==> config.mk <==
export PLATFORM = sky130hd
export DESIGN_NAME = psm_rdiv
export DESIGN_NICKNAME = d
export VERILOG_FILES = /design/src/design/psm_pkg.sv /design/src/design/psm_rdiv.sv
export SDC_FILE = /design/constraint.sdc
export NUM_CORES = 1
export LEC_CHECK = 0
export BUFFER_PORTS_ARGS = -buffer_cell sky130_fd_sc_hd__buf_2
export CORE_UTILIZATION = 62
export DETAILED_ROUTE_END_ITERATION = 7
export PLACE_DENSITY = 0.82
export SETUP_SLACK_MARGIN = 0.1
export SKIP_CTS_REPAIR_TIMING = 1
export SLEW_MARGIN = 20
export SYNTH_ARGS = -nofsm -noshare
export SYNTH_HDL_FRONTEND = slang
export SYNTH_SLANG_ARGS = --single-unit
==> constraint.sdc <==
create_clock -name i_clk -period 8.3 [get_ports i_clk]
set_clock_uncertainty 0.05 [all_clocks]
set_input_delay 0.83 -clock i_clk [delete_from_list [all_inputs] [get_ports i_clk]]
set_output_delay 0.83 -clock i_clk [all_outputs]
set_load 0.01 [all_outputs]
==> src/design/psm_pkg.sv <==
package psm_pkg;

    localparam int COORD_WIDTH = 32;
    localparam int CW_EFF = (COORD_WIDTH < 32) ? COORD_WIDTH : 32;

    typedef struct packed {
        logic [1:0]         slot;
        logic signed [31:0] coord_x;
        logic signed [31:0] coord_y;
        logic signed [31:0] coord_z;
        logic signed [31:0] coord_w;
    } t_req;

    typedef struct packed {
        logic [1:0]         row;
        logic signed [63:0] col0;
        logic signed [63:0] col1;
        logic signed [63:0] col2;
        logic signed [63:0] col3;
        logic               last;
    } t_res;

    typedef struct packed {
        logic start;
        logic is_div;
    } t_rd_ctl;

    typedef struct packed {
        logic        done;
        logic [31:0] value;
    } t_rd_rsp;

    // two's complement in the low CW_EFF bits
    function automatic logic signed [31:0] take_coord(input logic signed [31:0] v);
        logic signed [31:0] t;
        t = v <<< (32 - CW_EFF);
        return t >>> (32 - CW_EFF);
    endfunction

endpackage

==> src/design/psm_rdiv.sv <==
module psm_rdiv (
    input  logic              i_clk,
    input  logic              i_rst_n,
    input  psm_pkg::t_rd_ctl  i_ctl,
    input  logic [63:0]       i_rad,
    input  logic [29:0]       i_mag,
    input  logic [31:0]       i_den,
    output psm_pkg::t_rd_rsp  o_rsp
);
    import psm_pkg::*;

    logic        r_busy;
    logic        r_done;
    logic        r_isdiv;
    logic [4:0]  r_cnt;
    logic [63:0] r_v;
    logic [63:0] r_r;
    logic [31:0] r_rem;
    logic [31:0] r_num;
    logic [31:0] r_q;
    logic [31:0] r_den;

    logic [63:0] w_bit;
    logic [63:0] w_rb;
    logic [32:0] w_t;

    assign w_bit = 64'd1 << {r_cnt, 1'b0};
    assign w_rb  = r_r + w_bit;
    assign w_t   = {r_rem, r_num[31]};

    always_ff @(posedge i_clk) begin
        if (!i_rst_n) begin
            r_busy <= 1'b0;
            r_done <= 1'b0;
        end else begin
            r_done <= 1'b0;
            if (!r_busy && i_ctl.start) begin
                r_busy  <= 1'b1;
                r_isdiv <= i_ctl.is_div;
                r_cnt   <= 5'd31;
                r_v     <= i_rad;
                r_r     <= 64'd0;
                r_rem   <= {4'd0, i_mag[29:2]};
                r_num   <= {i_mag[1:0], 30'd0};
                r_q     <= 32'd0;
                r_den   <= i_den;
            end else if (r_busy) begin
                if (r_isdiv) begin
                    r_num <= {r_num[30:0], 1'b0};
                    if (w_t >= {1'b0, r_den}) begin
                        r_rem <= 32'(w_t - {1'b0, r_den});
                        r_q   <= {r_q[30:0], 1'b1};
                    end else begin
                        r_rem <= w_t[31:0];
                        r_q   <= {r_q[30:0], 1'b0};
                    end
                end else begin
                    if (r_v >= w_rb) begin
                        r_v <= r_v - w_rb;
                        r_r <= (r_r >> 1) + w_bit;
                    end else begin
                        r_r <= r_r >> 1;
                    end
                end
                r_cnt <= r_cnt - 5'd1;
                if (r_cnt == 5'd0) begin
                    r_busy <= 1'b0;
                    r_done <= 1'b1;
                end
            end
        end
    end

    assign o_rsp.done  = r_done;
    assign o_rsp.value = r_isdiv ? r_q : r_r[31:0];

endmodule

==> results of run 1 <==
==> kinds of logic (layout without fill, tap and decap cells) <==
logic type / count (synthesis) / in the layout / share of synthesized area
adders and majority gates: 167 / 167 / 0.1039
xor gates and xnor gates: 201 / 201 / 0.08691
muxes: 41 / 41 / 0.02230
AOI/OAI and AO/OA: 697 / 697 / 0.2178
other: 0 / 1 / 0
DFF: 234 / 234 / 0.3459
buffers and inverters: 192 / 302 / 0.03638
and+or+nand+nor: 809 / 809 / 0.1868
==> report_power, final <==
group | internal, W | switching (W) | total, W | leakage (nW)
Clock | 0.000809 | 0.000519 | 0.00133 | 0.470
Sequential | 0.00146 | 0.0000983 | 0.00155 | 2.20
Combinational | 0.000526 | 0.000808 | 0.00133 | 6.02
Total | 0.00279 | 0.00143 | 0.00422 | 8.68
==> metrics by stage <==
stage	instance area, µm²	hold WS [ns]	utilization	total power, W	std cells
after floorplan	20260	0.4201	-	0.002542	2341
after global placement	21320	0.4521	0.6688	0.002846	2834
after detailed placement	21320	0.4682	0.6688	0.002878	2834
after CTS	22300	0.3418	0.6996	0.004208	2886
after global routing	22310	0.3462	0.6997	0.004418	2887
final	22310	0.3649	0.6997	0.004215	2887
==> state kept, by name, indices dropped and copies added (netlist names), 2 cells and up <==
signal  count
r_r        64
r_cnt       5
r_num       2
r_v        64
r_den      32
r_rem      32
r_q        32
==> layout by cell type (no fill, tap or decap), types with 33 or more instances in the layout <==
cell      count
nand4_1      56
a31oi_1      74
edfxtp_1    232
ha_1        165
a21o_1       49
nor2_1      266
o21ai_0     140
xor2_1      109
buf_2       162
inv_1        76
nor3_1       41
nand3_1      40
xnor2_1      92
and2_1       44
mux2_2       33
a21oi_1     227
nand2_1     231
==> routing by layer <==
layer	vias up	GRT usage	part of all wire
li1	8839	-	-
met1	8720	0.4132	0.41
met2	739	0.5769	0.48
met3	163	0.05024	0.068
met4	0	0.1449	0.044
met5	-	0	0
==> worst reg2reg max path, delay by kind of cell (launching register included) <==
kind                       cells  cell delay (ns)
AOI/OAI and AO/OA              9             3.11
adders and majority gates      3             0.92
and+or+nand+nor                9             1.51
buffers and inverters          2             0.54
xor gates and xnor gates       2             0.27
DFF                            1             0.46
==> path summary, 6_finish.rpt <==
path	endpoint	slack, ns
setup reg to reg	r_r[59]	1.17
hold / removal	r_den[16]	0.36
setup / recovery	r_r[59]	1.17
hold reg to reg	r_num[31]	0.49
==> final cells by class <==
type | count | area share
multi-input combinational | 1915 | 0.5632
antenna | 1 | 0.0001122
tap | 435 | 0.02440
sequential | 234 | 0.3141
timing repair buffer | 173 | 0.04117
inverter | 77 | 0.01296
clock inverter | 16 | 0.01127
clock buffer | 36 | 0.03276
==> results.cfg, run 1 <==
[worst_hold_path]
min_path_type = in2reg
min-delay-start = i_den[16]
holdPathStages = 1

[setup_path]
cp.arrival_ns = 7.39
cp.depth = 25
critPathBufInv = 2
crit-reg2reg-launch = r_cnt[0]
cp_common_cell = a31oi_1
critPathLaunch = r_cnt[0]
path_class = reg2reg
worstSetupStartpointType = register
worstRegToRegCells = 25
required_ns = 8.56
crit_slowest_cell = o41ai_1
cp_top_family = compound AO/OA/AOI/OAI gates
crit_path_end_kind = register
critPathMaxStageDelay_ns = 0.50
critPathMaxFanout = 26

[placed_design]
routabilityCongestion = 1.028
pre_cts_ws_ns = 1.299
io_buffers = 162
dp_hpwl_mm = 42.01

[floorplanning]
io-pin-count = 163
initial_core_util = 0.6354
dieArea_um2 = 33400
die_y_um = 182.8
core-area_um2 = 31880
die_x_um = 182.8
rows = 65

[timing]
maxClockFrequency_ghz = 0.1403
final.setup.worst_slack_ns = 1.172
slew_headroom = 0.2733
worst_pin_slew_ns = 1.087
finalCriticalPeriod_ns = 7.128
rsz0062_at_grt = no
drv_slew = 0
finalCritPeriodShare = 0.8587
finalSetupTns_ns = 0
finalSetupViolations = 0
hold_viol = 0

[drt]
dr.pass1.iters = 6
viasPerCell = 6.395
dr.first_iter.drc_count = 1566
ant_nets = 0
routedWlPerCell_um = 19.42
vias = 18461
wirelength_mm = 56.07
drcViolationCount = 0

[logic_synthesis]
synth_seq_area_share = 0.3459
ys_ff_latch = 234
synth_area_leaders = edfxtp_1 (34%), ha_1 (10%), a21oi_1 (5.7%), nor2_1 (4.9%), xor2_1 (4.7%)
synth_fp_nets = 2638
ys_async_sr_fraction = 0
synth-edff-count = 232
synth.most_common_cell = nor2_1
yosys-top-cells-count = nor2_1 (266), edfxtp_1 (232), nand2_1 (231)
synth_area_um2 = 20260
synth_warnings = 0
synth_cell_type_count = 82
synth_top_area_cell = edfxtp_1
postSynthCellCount = 2341
synthDominantCellAreaShare = 0.3439
synth_flop_cell = edfxtp_1
synth.avg_cell_area_um2 = 8.653

[clock_network]
cts-htree-levels = 1
clock_latency_ns = 0.59
clock_sinks = 234
cts_tree = built
clk_transition_reported_paths_ns = 0.06
cts-buffers-inserted = 28
root_buffer = clkbuf_16
cts_buffer_depth = 3

[finish]
regArea_um2 = 7007
syn2layout_area_growth_pct = 10.12
layout-drive-gt1-share = 0.1183
nets = 2726
multi_input_area_um2 = 12560
fill_cells = 2568

[power_and_ir_drop]
p_leak_nw = 8.685
power_density_nw_per_um2 = 189.0
max-vdd-ir-drop_uv = 184.1

[run]
drv_cap = 0

[outcome]
status = completed

[global_route]
grt_remaining_overflow = 0
grt_antenna_before_repair = 1
track_usage = 0.3335
grt_pass1_vias = 17842
grt_pass1_wl_mm = 89.68
grt_max_degree = 92
Power figures use the tool's default switching activity.
==> inputs of run 2 (changes only) <==
--- a/config.mk
+++ b/config.mk
@@ -6,9 +6,10 @@
 export NUM_CORES = 1
 export LEC_CHECK = 0
 export BUFFER_PORTS_ARGS = -buffer_cell sky130_fd_sc_hd__buf_2
-export CORE_UTILIZATION = 62
+export CORE_UTILIZATION = 63
+export CTS_BUF_LIST = sky130_fd_sc_hd__clkbuf_8
 export DETAILED_ROUTE_END_ITERATION = 7
-export PLACE_DENSITY = 0.82
+export PLACE_DENSITY = 0.83
 export SETUP_SLACK_MARGIN = 0.1
 export SKIP_CTS_REPAIR_TIMING = 1
 export SLEW_MARGIN = 20
==> results.cfg, run 2 (same netlist as run 1, synthesis figures left out) <==
[outcome]
status = completed

[setup_path]
worstSetupStartpointType = register
cp_common_cell = a31oi_1
worstRegToRegCells = 25
critPathMaxFanout = 78
crit_slowest_cell = buf_4
cp_top_family = compound AO/OA/AOI/OAI gates
critPathBufInv = 2
path_class = reg2reg
cp.arrival_ns = 7.55
crit-reg2reg-launch = r_cnt[0]
crit-reg2reg-capture = r_r[9]
required_ns = 8.62
r2r_slack_ns = 1.06
crit_path_end_kind = register
critPathMaxStageDelay_ns = 0.69

[global_route]
grt_antenna_before_repair = 1
grt_pass1_wl_mm = 87.98
track_usage = 0.3323
grt_pass1_vias = 17664
grt_max_degree = 122
grt_remaining_overflow = 0

[timing]
finalSetupTns_ns = 0
hold_viol = 0
finalSetupViolations = 0
drv_slew = 0
holdWs_ns = 0.3219
finalCriticalPeriod_ns = 7.237
maxClockFrequency_ghz = 0.1382
finalCritPeriodShare = 0.8719
rsz0062_at_grt = no
slew_headroom = 0.2668
final.setup.worst_slack_ns = 1.063
worst_pin_slew_ns = 1.090

[clock_network]
cts_tree = built
root_buffer = clkbuf_8
clock_latency_ns = 0.63
cts-htree-levels = 2
clock_sinks = 234
cts_buffer_depth = 3
cts-buffers-inserted = 43
clk_transition_reported_paths_ns = 0.06

[power_and_ir_drop]
p_leak_nw = 8.659
max-vdd-ir-drop_uv = 157.3
power_density_nw_per_um2 = 180.6
finalPower_w = 0.003989

[finish]
final_common_cell = nor2_1
reg_top3 = r_r (64), r_v (64)
syn2layout_area_growth_pct = 9.049
nets = 2741
layout_common_cells = nor2_1 (266), edfxtp_1 (232), nand2_1 (231)
final_util = 0.7000
layout-drive-gt1-share = 0.1237

[placed_design]
pre_cts_ws_ns = 1.322
io_buffers = 162
routabilityCongestion = 0.9830
dp_hpwl_mm = 40.78

[floorplanning]
dieArea_um2 = 32880
core-area_um2 = 31560
die_x_um = 181.3
die_y_um = 181.3
io-pin-count = 163
rows = 65
initial_core_util = 0.6420

[drt]
dr.pass1.iters = 8
wirelength_mm = 55.12
routedWlPerCell_um = 19.17
vias = 18430
drcViolationCount = 0
viasPerCell = 6.408
dr.first_iter.drc_count = 1523
ant_nets = 0

[worst_hold_path]
holdPathStages = 1
min-delay-start = i_den[16]
min_path_type = in2reg
worst_hold_path.endpoint = r_den[16]

[run]
drv_cap = 0
-- run 2: cell count changes in the layout (fill, tap and decap cells not counted) --
cell,previous run,this run
inv_1,76,84
clkbuf_1,8,0
inv_8,0,1
clkbuf_16,28,0
clkbuf_8,0,43
clkinv_2,3,7
clkinv_1,5,11
clkinv_16,1,0
bufinv_16,6,3
-- run 2: cell type report --
cell class	instances	area [µm²]
multi-input combinational	1915	12560
clock buffer	43	591.8
timing repair buffer	173	918.4
antenna	1	2.502
sequential	234	7007
inverter	77	289.0
tap	402	503.0
fill	2559	9465
clock inverter	31	215.2
-- run 2: how the worst max path moves through the flow --
stage,startpoint,to,slack (ns),cells after the start
after global placement,r_cnt[4],r_r[57],1.70,23
after floorplan,r_cnt[4],r_v[0],0.92,25
after CTS,r_cnt[0],r_r[9],1.26,25
after global routing,r_cnt[0],r_r[15],0.64,24
final,r_cnt[0],r_r[9],1.06,25
after detailed placement,r_cnt[0],r_r[9],1.32,25
-- run 2: through the flow --
stage                     instance area, µm²  cells
after floorplan                        20260   2341
after global placement                 21280   2801
after detailed placement               21280   2801
after CTS                              22090   2875
after global routing                   22090   2876
final                                  22090   2876
-- run 2: report_power, final --
group          switching [W]  internal [W]  total, W  leakage, nW
clock               0.000533      0.000577   0.00111        0.445
sequential         0.0000965       0.00146   0.00155         2.20
combinational       0.000804      0.000524   0.00133         6.02
-- run 2: routing by layer --
layer / GRT usage / part of all wire / up-vias
li1: - / - / 8859
met1: 0.4278 / 0.43 / 8634
met2: 0.5480 / 0.47 / 794
met3: 0.05100 / 0.068 / 143
met4: 0.1580 / 0.041 / 0
met5: 0 / 0 / -
